`src/hdl/mac_interrupt_status_registers_unit_defines.svh`:
```
// Assertion macros shared by the interrupt status register slice.
`ifndef MAC_INTERRUPT_STATUS_REGISTERS_UNIT_DEFINES_SVH
`define MAC_INTERRUPT_STATUS_REGISTERS_UNIT_DEFINES_SVH

`ifndef ASSERT_OFF
`define MAC_ISR_ASSERT(label, clk, rst, prop, msg) \
   label: assert property (@(posedge clk) disable iff (rst) prop) else $error(msg);
`define MAC_ISR_ASSERT_NR(label, clk, prop, msg) \
   label: assert property (@(posedge clk) prop) else $error(msg);
`else
`define MAC_ISR_ASSERT(label, clk, rst, prop, msg)
`define MAC_ISR_ASSERT_NR(label, clk, prop, msg)
`endif

`endif

```
`src/hdl/mac_isr_pkg.sv`:
```
// Types and register map constants of the interrupt status register slice.
package mac_isr_pkg;

   localparam int OffsetWidth = 13;
   localparam int DataWidth   = 32;
   localparam int EventWidth  = 5;

   localparam logic [OffsetWidth-1:0] REG_INT_STATUS  = 13'h00b0;
   localparam logic [OffsetWidth-1:0] REG_INT_EN      = 13'h00b4;
   localparam logic [OffsetWidth-1:0] REG_PHYIF       = 13'h00f8;
   localparam logic [OffsetWidth-1:0] REG_VERSION     = 13'h0110;
   localparam logic [OffsetWidth-1:0] REG_BUS_MODE    = 13'h1000;
   localparam logic [OffsetWidth-1:0] REG_DMA_STATUS  = 13'h1008;
   localparam logic [OffsetWidth-1:0] REG_CHAN_BASE   = 13'h1100;
   localparam logic [OffsetWidth-1:0] CHAN_STATUS_OFS = 13'h0060;
   localparam logic [OffsetWidth-1:0] CHAN_INTEN_OFS  = 13'h0034;
   localparam logic [OffsetWidth-1:0] REG_CHAN_STATUS = REG_CHAN_BASE + CHAN_STATUS_OFS;
   localparam logic [OffsetWidth-1:0] REG_CHAN_INTEN  = REG_CHAN_BASE + CHAN_INTEN_OFS;

   localparam int ST_AIS_BIT     = 14;
   localparam int ST_NIS_BIT     = 15;
   localparam int PHY_LNKSTS_BIT = 19;

   localparam logic [1:0] SPEED_MAX = 2'd2;

   // CSR indexes
   localparam logic CSR_CORE_VERSION  = 1'b0;
   localparam logic CSR_LINK_ON_RESET = 1'b1;
   localparam logic [7:0] CORE_VERSION_RESET = 8'd82;

   typedef enum logic [1:0] {
      OP_READ  = 2'd0,
      OP_WRITE = 2'd1,
      OP_DMA   = 2'd2,
      OP_LINK  = 2'd3
   } op_type;

   typedef struct packed {
      op_type                 op;
      logic [OffsetWidth-1:0] offset;
      logic [1:0]             access_size;
      logic [DataWidth-1:0]   write_data;
      logic [EventWidth-1:0]  event_bits;
      logic                   phy_link_up;
      logic [1:0]             phy_speed_code;
      logic                   phy_full_duplex;
   } req_word_type;

   typedef struct packed {
      logic [7:0] core_version;
      logic       link_on_reset;
   } cfg_type;

endpackage

```
`src/hdl/mac_isr_core.sv`:
```
// Register state, decode and update for one word of the interrupt status slice.
`include "mac_interrupt_status_registers_unit_defines.svh"

module mac_isr_core (
   input  logic                           clock,
   input  logic                           reset,
   input  mac_isr_pkg::cfg_type           cfg,
   input  mac_isr_pkg::req_word_type      word,
   input  logic                           fire,
   output logic [mac_isr_pkg::DataWidth-1:0] read_data,
   output logic                           irq
);
   import mac_isr_pkg::*;

   logic [DataWidth-1:0] chan_status_ff, chan_status_in;
   logic [DataWidth-1:0] chan_int_enable_ff, chan_int_enable_in;
   logic [DataWidth-1:0] mac_int_enable_ff, mac_int_enable_in;
   logic                 link_change_ff, link_change_in;
   logic                 irq_ff, irq_in;

   logic                   wide;
   logic [OffsetWidth-1:0] base;
   logic [4:0]             shift;
   logic [DataWidth-1:0]   shadow_val;
   logic [DataWidth-1:0]   read_val;
   logic [DataWidth-1:0]   read_mask;
   logic [DataWidth-1:0]   narrow_mask;
   logic [DataWidth-1:0]   write_val;
   logic [DataWidth-1:0]   link_val;
   logic [DataWidth-1:0]   event_val;
   logic [1:0]             speed;
   logic                   soft_reset;

   always_comb begin
      wide  = word.access_size[1];
      base  = wide ? word.offset : {word.offset[OffsetWidth-1:2], 2'b00};
      shift = wide ? 5'd0 : {word.offset[1:0], 3'b000};

      case (base)
         REG_INT_EN:      shadow_val = mac_int_enable_ff;
         REG_CHAN_INTEN:  shadow_val = chan_int_enable_ff;
         REG_CHAN_STATUS: shadow_val = chan_status_ff;
         default:         shadow_val = '0;
      endcase

      speed = (word.phy_speed_code > SPEED_MAX) ? SPEED_MAX : word.phy_speed_code;
      link_val = '0;
      if (word.phy_link_up) begin
         link_val[PHY_LNKSTS_BIT] = 1'b1;
         link_val[18:17]          = speed;
         link_val[16]             = word.phy_full_duplex;
      end

      case (base)
         REG_VERSION:    read_val = {{(DataWidth-8){1'b0}}, cfg.core_version};
         REG_INT_STATUS: read_val = {{(DataWidth-1){1'b0}}, link_change_ff};
         REG_PHYIF:      read_val = link_val;
         REG_DMA_STATUS: read_val = {{(DataWidth-1){1'b0}},
                                     |(chan_status_ff & chan_int_enable_ff)};
         default:        read_val = shadow_val;
      endcase

      read_mask   = wide ? '1 : (word.access_size[0] ? 32'h0000_ffff : 32'h0000_00ff);
      narrow_mask = (word.access_size[0] ? 32'h0000_ffff : 32'h0000_00ff) << shift;
      write_val   = wide ? word.write_data
                         : ((shadow_val & ~narrow_mask) |
                            ((word.write_data << shift) & narrow_mask));

      event_val              = '0;
      event_val[0]           = word.event_bits[0];
      event_val[2]           = word.event_bits[1];
      event_val[6]           = word.event_bits[2];
      event_val[7]           = word.event_bits[3];
      event_val[12]          = word.event_bits[4];
      event_val[ST_NIS_BIT]  = |word.event_bits[2:0];
      event_val[ST_AIS_BIT]  = |word.event_bits[4:3];

      soft_reset = (word.op == OP_WRITE) && (base == REG_BUS_MODE) && write_val[0];

      chan_status_in     = chan_status_ff;
      chan_int_enable_in = chan_int_enable_ff;
      mac_int_enable_in  = mac_int_enable_ff;
      link_change_in     = link_change_ff;
      read_data          = '0;

      case (word.op)
         OP_READ: begin
            read_data = (read_val >> shift) & read_mask;
            if (base == REG_PHYIF) begin
               link_change_in = 1'b0;
            end
         end
         OP_WRITE: begin
            case (base)
               REG_INT_EN:      mac_int_enable_in  = write_val;
               REG_CHAN_INTEN:  chan_int_enable_in = write_val;
               REG_CHAN_STATUS: chan_status_in     = chan_status_ff & ~write_val;
               REG_BUS_MODE: begin
                  if (write_val[0]) begin
                     chan_status_in     = '0;
                     chan_int_enable_in = '0;
                     mac_int_enable_in  = '0;
                     link_change_in     = cfg.link_on_reset & word.phy_link_up;
                  end
               end
               default: ;
            endcase
         end
         OP_DMA:  chan_status_in = chan_status_ff | event_val;
         OP_LINK: link_change_in = 1'b1;
         default: ;
      endcase

      irq_in = (|(chan_status_in & chan_int_enable_in)) |
               (link_change_in & mac_int_enable_in[0]);
      irq    = irq_in;
   end

   always_ff @(posedge clock) begin
      if (reset) begin
         chan_status_ff     <= '0;
         chan_int_enable_ff <= '0;
         mac_int_enable_ff  <= '0;
         link_change_ff     <= 1'b0;
         irq_ff             <= 1'b0;
      end else if (fire) begin
         chan_status_ff     <= chan_status_in;
         chan_int_enable_ff <= chan_int_enable_in;
         mac_int_enable_ff  <= mac_int_enable_in;
         link_change_ff     <= link_change_in;
         irq_ff             <= irq_in;
      end
   end

   `MAC_ISR_ASSERT(a_irq_consistent, clock, reset, irq_ff == ((|(chan_status_ff & chan_int_enable_ff)) | (link_change_ff & mac_int_enable_ff[0])), "irq level out of step with status")
   `MAC_ISR_ASSERT(a_soft_reset_clears, clock, reset, (fire && soft_reset) |=> (chan_status_ff == '0 && !irq_ff && mac_int_enable_ff == '0), "soft reset left state behind")
   `MAC_ISR_ASSERT(a_link_event_latches, clock, reset, (fire && word.op == OP_LINK) |=> link_change_ff, "link change not latched")
   `MAC_ISR_ASSERT(a_idle_holds, clock, reset, !fire |=> ($stable(chan_status_ff) && $stable(link_change_ff)), "state moved without a word")

endmodule

```
`src/hdl/mac_interrupt_status_registers_unit.sv`:
```
// Top level of the Ethernet MAC interrupt and status register slice.
// Each request word (bus read, bus write, DMA condition or link change) passes
// through the input register and then the response register, and a new word is
// taken every cycle while the response side keeps up. Status state updates as
// the word leaves the input register; every request gets exactly one response.
module mac_interrupt_status_registers_unit (
   input  logic                                     clock,
   input  logic                                     reset,
   input  logic                                     req_valid,
   output logic                                     req_ready,
   input  logic [1:0]                               req_op,
   input  logic [mac_isr_pkg::OffsetWidth-1:0]      req_offset,
   input  logic [1:0]                               req_access_size,
   input  logic [mac_isr_pkg::DataWidth-1:0]        req_write_data,
   input  logic [mac_isr_pkg::EventWidth-1:0]       req_event_bits,
   input  logic                                     req_phy_link_up,
   input  logic [1:0]                               req_phy_speed_code,
   input  logic                                     req_phy_full_duplex,
   output logic                                     rsp_valid,
   input  logic                                     rsp_ready,
   output logic [mac_isr_pkg::DataWidth-1:0]        rsp_read_data,
   output logic                                     rsp_irq,
   input  logic                                     csr_write_enable,
   input  logic                                     csr_index,
   input  logic [7:0]                               csr_write_data
);
   import mac_isr_pkg::*;

   cfg_type              cfg_ff;
   req_word_type         word_ff;
   logic                 word_valid_ff;
   logic                 rsp_valid_ff;
   logic [DataWidth-1:0] rsp_read_data_ff;
   logic                 rsp_irq_ff;

   logic                 out_free;
   logic                 fire;
   logic [DataWidth-1:0] core_read_data;
   logic                 core_irq;

   assign out_free  = !rsp_valid_ff || rsp_ready;
   assign fire      = word_valid_ff && out_free;
   assign req_ready = !word_valid_ff || out_free;

   always_ff @(posedge clock) begin
      if (reset) begin
         cfg_ff.core_version  <= CORE_VERSION_RESET;
         cfg_ff.link_on_reset <= 1'b0;
      end else if (csr_write_enable) begin
         case (csr_index)
            CSR_CORE_VERSION:  cfg_ff.core_version  <= csr_write_data;
            CSR_LINK_ON_RESET: cfg_ff.link_on_reset <= csr_write_data[0];
            default: ;
         endcase
      end
   end

   always_ff @(posedge clock) begin
      if (reset) begin
         word_valid_ff <= 1'b0;
      end else if (req_ready) begin
         word_valid_ff <= req_valid;
      end
   end

   always_ff @(posedge clock) begin
      if (req_valid && req_ready) begin
         word_ff.op              <= op_type'(req_op);
         word_ff.offset          <= req_offset;
         word_ff.access_size     <= req_access_size;
         word_ff.write_data      <= req_write_data;
         word_ff.event_bits      <= req_event_bits;
         word_ff.phy_link_up     <= req_phy_link_up;
         word_ff.phy_speed_code  <= req_phy_speed_code;
         word_ff.phy_full_duplex <= req_phy_full_duplex;
      end
   end

   mac_isr_core u_core (
      .clock     (clock),
      .reset     (reset),
      .cfg       (cfg_ff),
      .word      (word_ff),
      .fire      (fire),
      .read_data (core_read_data),
      .irq       (core_irq)
   );

   always_ff @(posedge clock) begin
      if (reset) begin
         rsp_valid_ff <= 1'b0;
      end else if (out_free) begin
         rsp_valid_ff <= word_valid_ff;
      end
   end

   always_ff @(posedge clock) begin
      if (fire) begin
         rsp_read_data_ff <= core_read_data;
         rsp_irq_ff       <= core_irq;
      end
   end

   assign rsp_valid     = rsp_valid_ff;
   assign rsp_read_data = rsp_read_data_ff;
   assign rsp_irq       = rsp_irq_ff;

endmodule
```
`config.mk`:
```
export PLATFORM = sky130hd
export DESIGN_NAME = mac_interrupt_status_registers_unit
export DESIGN_NICKNAME = d
export VERILOG_FILES = /design/src/hdl/mac_isr_pkg.sv /design/src/hdl/mac_isr_core.sv /design/src/hdl/mac_interrupt_status_registers_unit.sv
export VERILOG_INCLUDE_DIRS = /design/src /design/src/hdl
export SDC_FILE = /design/constraint.sdc
export NUM_CORES = 1
export LEC_CHECK = 0
export BUFFER_PORTS_ARGS = -buffer_cell sky130_fd_sc_hd__buf_4
export CORE_MARGIN = 8
export CORE_UTILIZATION = 55
export DETAILED_ROUTE_END_ITERATION = 8
export HOLD_SLACK_MARGIN = 0.08
export PLACE_DENSITY = 0.75
export SKIP_CTS_REPAIR_TIMING = 1
export SYNTH_ARGS = -nofsm -noshare
export SYNTH_HDL_FRONTEND = slang
export SYNTH_SLANG_ARGS = --single-unit
```
`constraint.sdc`:
```
create_clock -name clock -period 11.3 [get_ports clock]
set_clock_uncertainty 0.2 [all_clocks]
set_input_delay 1.13 -clock clock [delete_from_list [all_inputs] [get_ports clock]]
set_output_delay 1.13 -clock clock [all_outputs]
set_load 0.03 [all_outputs]
```
## Yosys cells after proc, flatten, opt, wreduce, memory -nomap -nowiden

Cells that the tools add are included.

| word-level totals | value |
|---|---|
| flip-flop bits (word level) | 199 |
| bits of input ports | 72 |
| output and inout bits | 35 |
| logic and storage cells | 86 |

| cells by class | value |
|---|---|
| order comparisons | 1 |
| eq/ne operators | 12 |
| shifts and indexed selects | 3 |
| muxes and demuxes | 22 |
| bitwise gates (word level) | 14 |
| reduce and logical (&&, ||, !) cells | 15 |

Operators by type and width:

| kind | number |
|---|---|
| 32-bit case mux with 2 select lines | 4 |
| 32-bit bitwise AND | 6 |
| 32-bit two-way mux | 6 |
| 32-bit case mux with 4 select lines | 1 |
| 32-bit case mux with 3 select lines | 1 |
| 32-bit inverter | 2 |
| 32-bit OR reduction | 2 |
| 32-bit by 5-bit left shift with 32-bit output | 2 |
| 13-bit equality test, second input constant | 4 |
| 13-bit by 8-bit equality test with 1-bit output, second input constant | 3 |
| 32-bit by 16-bit bitwise OR with 32-bit output | 1 |
| 32-bit bitwise OR | 1 |
| 32-bit by 5-bit >> shifter with 32-bit output | 1 |
| 16-bit two-way mux | 1 |
| 13-bit by 9-bit equality test with 1-bit output, second input constant | 1 |
| 5-bit two-way mux | 1 |
| 2-bit equality test, second input constant | 2 |
| 1-bit two-way mux | 4 |
| 2-bit two-way mux | 2 |
| 4-bit two-way mux | 1 |
| 2-bit AND reduction | 2 |
| 4-bit AND reduction | 1 |
| 1-bit case mux with 3 select lines | 1 |
| 3-bit OR reduction | 1 |
| other kinds (12) | 16 |

## Longest topological paths before layout

| logic depth | value |
|---|---|
| word-level depth | 13 |
| gate-level depth with buffers | 12 |
| depth with buffers taken out | 10 |

## By module

A second synthesis with hierarchy kept.

| unflattened totals | value |
|---|---|
| cell total of the unflattened synthesis | 1115 |
| area, all modules | 10375.0 sq um |

Modules (own cells, without submodules):

| module | instances | cells an instance | area an instance (sq um) | sequential area each (sq um) |
|---|---|---|---|---|
| mac_isr_core | 1 | 974 | 7163.1 | 1941.9 |
| mac_interrupt_status_registers_unit | 1 | 141 | 3211.8 | 2952.8 |

## Worst setup path before layout

Ideal clock, no wire load.

| path | value |
|---|---|
| path kind | flip-flop to flip-flop |
| start | register word_ff[52] (netlist name) |
| end | register rsp_irq_ff, in the netlist rsp_irq (data pin) |
| library setup time | 272 ps |
| arrival time | 3305 ps |
| data required time | 10828 ps |
| slack | 7523 ps |
| stages on the path, launching flop included | 11 |
| path buffers | 1 |
| clock period less this slack | 3777 ps |
| path through | edfxtp_1 or4b_1 buf_2 nor4_4 a211oi_2 a2111oi_4 o21ai_2 a22o_1 a2111oi_2 nand4_1 or4_1 |

| between the ends | value |
|---|---|
| cells in the longest elaborated chain, start to end | 12 |
| elaborated cells on any way between the ends | 28 |
| those cells by class | 5 x eq/ne; 15 x mux; 7 x bitwise; 1 x reduce/logical |

RTL lines:

| element | line | RTL |
|---|---|---|
| from (decl) | mac_interrupt_status_registers_unit.sv:30 | `req_word_type word_ff;` |
| 13-bit equality test or 13-bit by 8-bit equality test with 1-bit output (tied branches) | mac_isr_core.sv:39, mac_isr_core.sv:94 |  |
| 32-bit case mux with 3 select lines | mac_isr_core.sv:39 | `case (base)` |
| 32-bit bitwise AND | mac_isr_core.sv:66 | `: ((shadow_val & ~narrow_mask) \|` |
| 32-bit bitwise OR | mac_isr_core.sv:66 |  |
| 32-bit two-way mux | mac_isr_core.sv:65 | `write_val = wide ? word.write_data` |
| 32-bit inverter | mac_isr_core.sv:97 | `REG_CHAN_STATUS: chan_status_in = chan_status_ff & ~write_val;` |
| 32-bit bitwise AND | mac_isr_core.sv:97 |  |
| 32-bit case mux with 2 select lines | mac_isr_core.sv:94 | `case (base)` |
| 32-bit case mux with 2 select lines | mac_isr_core.sv:86 | `case (word.op)` |
| 32-bit bitwise AND | mac_isr_core.sv:114 | `irq_in = (\|(chan_status_in & chan_int_enable_in)) \|` |
| 32-bit OR reduction | mac_isr_core.sv:114 |  |
| 1-bit bitwise OR * | mac_isr_core.sv:114 |  |
| named net core_irq | mac_interrupt_status_registers_unit.sv:39 | `logic core_irq;` |
| to (signal assigned) | mac_interrupt_status_registers_unit.sv:100 | `rsp_irq_ff <= core_irq;` |
| to (decl) | mac_interrupt_status_registers_unit.sv:34 | `logic rsp_irq_ff;` |

Mark *: on every way through the listed nets, which the timed path passes. The rest lies on a longest branch. The select of a mux whose other input is x is not followed.
A chain may end at the register's enable or synchronous reset.

## Worst setup path after layout

| path | value |
|---|---|
| start | register word_ff[42] (netlist name) |
| end | register rsp_irq_ff, in the netlist rsp_irq (data pin) |

| between the ends | value |
|---|---|
| cells in the longest elaborated chain, start to end | 13 |
| elaborated cells on any way between the ends | 34 |
| those cells by class | 5 x eq/ne; 2 x shift; 17 x mux; 9 x bitwise; 1 x reduce/logical |

RTL lines:

| element | line | RTL |
|---|---|---|
| 5-bit two-way mux or 2-bit two-way mux (tied branches) | mac_isr_core.sv:37, mac_isr_core.sv:36 |  |
| 32-bit by 5-bit left shift with 32-bit output, or another cell as far along | mac_isr_core.sv:64 | `narrow_mask = (word.access_size[0] ? 32'h0000_ffff : 32'h0000_00ff) << shift;` |
| 32-bit inverter or 32-bit case mux with 3 select lines (tied branches) | mac_isr_core.sv:66, mac_isr_core.sv:39 |  |
| 32-bit bitwise AND | mac_isr_core.sv:66 |  |
| 32-bit bitwise OR | mac_isr_core.sv:66 |  |
| 32-bit two-way mux | mac_isr_core.sv:65 |  |
| 32-bit inverter | mac_isr_core.sv:97 |  |
| 32-bit bitwise AND | mac_isr_core.sv:97 |  |
| 32-bit case mux with 2 select lines | mac_isr_core.sv:94 |  |
| 32-bit case mux with 2 select lines | mac_isr_core.sv:86 |  |
| 32-bit bitwise AND | mac_isr_core.sv:114 |  |
| 32-bit OR reduction | mac_isr_core.sv:114 |  |
| 1-bit bitwise OR * | mac_isr_core.sv:114 |  |
| named net core_irq | mac_interrupt_status_registers_unit.sv:39 |  |

Marks and branches as above.

==> impl_metrics.sql <==
INSERT INTO impl_metrics (metric_group, metric, value, unit) VALUES
('status', 'status', 'finished with violations', ''),
('status', 'failed_checks', 'design-rule violations, max-slew violations', ''),
('setup_path', 'critPathRequiredTime', '11.29', 'ns'),
('power', 'powerDensity', '128', 'nW/µm²'),
('layout', 'final_cell_mix', '136 x buf_4, 134 x nand2_1, 132 x a21oi_1, 127 x nor2_1, 108 x dfxtp_1', ''),
('setup_path', 'timing.critical_path.cells', 'buf_4 -> o21a_1 -> buf_4 -> nor4_4 -> buf_4 -> a221oi_1 -> o21ai_0 -> a22o_1 -> a2111o_1 -> a2111oi_0 -> o22ai_1 -> or4_1', ''),
('power', 'vdd.ir_drop.worst', '0.000102', 'V'),
('drt', 'drt_via_density', '7.36', ''),
('setup_path', 'critical_path.max_stage_delay', '1.21', 'ns'),
('place', 'detailed_place_hpwl', '34.4', 'mm'),
('global_routing', 'grt_start_max_net_pins', '53', ''),
('logic_synthesis', 'synth.avg_cell_area', '8.75', 'µm²'),
('setup_path', 'crit_path_max_fanout', '52', ''),
('setup_path', 'end_kind', 'flip-flop', ''),
('logic_synthesis', 'yosys_register_bits', '199', ''),
('layout', 'layout.filler_cells', '1631', ''),
('logic_synthesis', 'syn-instance-count', '1246', ''),
('drt', 'post-route-drc-count', '40', ''),
('drt', 'sum_of_routed_wire_length_over_all_layers', '48.7', 'mm'),
('min_path', 'hold_class', 'flip-flop to flip-flop', ''),
('clocking', 'cts_buffers', '17', ''),
('job', 'cap_violations', '0', ''),
('logic_synthesis', 'mappedNetlistArea', '10900', 'µm²'),
('drt', 'post_drt_wl_per_cell', '30.7', 'µm'),
('timing', 'grt_setup_unrepaired', 'false', ''),
('setup_path', 'arrival', '5.73', 'ns'),
('logic_synthesis', 'ys_warn_count', '0', ''),
('timing', 'final-setup-viol-count', '0', ''),
('timing', 'hold_viol_final', '0', ''),
('clocking', 'master_cell_of_the_clock_root_buffer', 'clkbuf_16', ''),
('logic_synthesis', 'synth_enable_flop_cells', '91', ''),
('floorplanning', 'die_area', '24600', 'µm²'),
('power', 'total_leakage_power', '4.31', 'nW'),
('power', 'total_power', '1.59', 'mW'),
('layout', 'multi_input_area', '5550', 'µm²'),
('layout', 'final_layout_size_suffix_gt1_share', '14.8', '%'),
('layout', 'ff_latch_area', '4890', 'µm²'),
('power', 'switching_share', '29.3', '%'),
('timing', 'totalNegativeSetupSlack', '0', 'ns'),
('floorplanning', 'floorplan.initialDensity', '56.0', '%'),
('power', 'power.sequential.fraction', '49.9', '%'),
('place', 'portBuffers', '106', ''),
('global_routing', 'first_global_vias', '10896', ''),
('setup_path', 'critical-path-top-cell-by-count', 'buf_4', ''),
('clocking', 'clkLatencyLatePin', '0.45', 'ns'),
('timing', 'timing.final.max_slew_violations', '5', ''),
('clocking', 'cts.sink_count', '199', ''),
('layout', 'final_util', '64.1', '%'),
('setup_path', 'cp_slowest_cell', 'a221oi_1', ''),
('global_routing', 'grt_overflow_total', '0', ''),
('power', 'comb_power_share', '11.9', '%'),
('floorplanning', 'die_y', '157', 'µm'),
('floorplanning', 'placement_rows', '51', ''),
('timing', 'post-route-worst-setup-slack', '5.56', 'ns'),
('global_routing', 'grt_first_pass_wirelength', '71.2', 'mm'),
('timing', 'clock.fmax', '174', 'MHz'),
('place', 'numPlacedInstances', '1552', ''),
('floorplanning', 'core_area', '19500', 'µm²'),
('clocking', 'clk_pin_slew_worst_paths', '0.08', 'ns'),
('timing', 'max_slew.worst_pin.slew', '1.55', 'ns'),
('setup_path', 'worst-path-buf-inv', '3', ''),
('logic_synthesis', 'asyncSetResetFlopFracSynth', '0', '%'),
('layout', 'layout.cells.most_common', 'buf_4', ''),
('place', 'last_weighted_congestion_value_of_the_routability_driven_placer', '1.04', ''),
('drt', 'detailedRoute.firstPassIterationCount', '9', ''),
('layout', 'area_growth', '14.5', '%'),
('clocking', 'cts_tree', 'yes', ''),
('timing', 'relSlewSlack', '-3.46', '%'),
('timing', 'layout_min_cycle_time', '5.74', 'ns'),
('clocking', 'clk_path_buf_depth', '2', ''),
('drt', 'initialDrtViolationCount', '2242', '');
[tightest hold or removal path: cells and delay by family (launching register included)]
family             cells  cell delay, ns
DFF                    1            0.31
AOI/OAI and AO/OA      1            0.05
and+or+nand+nor        1            0.05
[sequential cells by signal, indices dropped and copies added, names as in the netlist]
register	cells
rsp_valid	1
u_core.mac_int_enable_ff	32
word_valid_ff	1
rsp_read_data	32
u_core.chan_status_ff	32
word_ff	58
u_core.link_change_ff	1
cfg_ff	9
u_core.chan_int_enable_ff	32
rsp_irq	1
[synthesized netlist by cell type (all sizes together) (16+ instances only)]
library cell,n,area [µm²]
dfxtp,108,2160
nor4b,19,166
nand2,134,503
inv,25,93.8
nor2,127,477
nand4,16,100
nor3,26,130
o21ai,47,239
and3,18,113
a221oi,20,181
nor4,25,193
or4bb,17,191
clkbuf,82,308
a21oi,132,661
nand3,62,310
a22oi,47,353
edfxtp,91,2730
[power groups by stage]
stage	clock network [mW]	registers, mW	logic [mW]
final	0.608	0.795	0.189
after floorplan	0	0.811	0.0961
after detailed placement	0	0.810	0.180
after global routing	0.627	0.796	0.195
after CTS	0.604	0.794	0.181
after global placement	0	0.809	0.178
[metrics by stage]
| stage | hold slack [ns] | instance area [µm²] |
|---|---|---|
| finish | 0.257 | 12500 |
| global placement | 0.237 | 11900 |
| global route | 0.282 | 12500 |
| detailed placement | 0.243 | 11900 |
| CTS | 0.255 | 12500 |
| floorplan | 0.227 | 10900 |
[worst paths after layout]
| path | from | to | slack (ns) | cells after the start |
|---|---|---|---|---|
| max reg2reg | word_ff[42]$_DFFE_PP_ | rsp_irq$_DFFE_PP_ | 5.56 | 12 |
| min | u_core.mac_int_enable_ff[23]$_SDFFE_PP0P_ | u_core.mac_int_enable_ff[23]$_SDFFE_PP0P_ | 0.26 | 2 |
| max | word_ff[42]$_DFFE_PP_ | rsp_irq$_DFFE_PP_ | 5.56 | 12 |
| min reg2reg | u_core.mac_int_enable_ff[23]$_SDFFE_PP0P_ | u_core.mac_int_enable_ff[23]$_SDFFE_PP0P_ | 0.26 | 2 |
[per-layer routing]
| metal | vias up | share of wire [%] | track usage [%] |
|---|---|---|---|
| met5 | - | 0.049 | 0 |
| met4 | 4 | 6.2 | 19.5 |
| met3 | 242 | 15 | 12.3 |
| met2 | 1119 | 42 | 59.1 |
| met1 | 5439 | 36 | 50.2 |
| li1 | 4863 | - | - |
[final cells by class]
class / count / share of cell area, %
tap: 265 / 2.66
multi-input combinational: 926 / 44.5
clock inverter: 14 / 1.08
inverter: 26 / 0.783
sequential: 199 / 39.2
clock buffer: 18 / 3.44
timing repair buffer: 137 / 8.25
antenna: 1 / 0.0201
[cell families (layout without fill, tap and decap cells)]
family / after synthesis / in the layout / synth area share [%]
DFF: 199 / 199 / 44.9
buffers and inverters: 121 / 195 / 4.24
other: 0 / 1 / 0
adders and majority gates: 4 / 4 / 0.459
AOI/OAI and AO/OA: 393 / 393 / 24.6
and+or+nand+nor: 521 / 521 / 25.1
muxes: 8 / 8 / 0.746
Note: power is estimated with default switching activity, not from simulation.
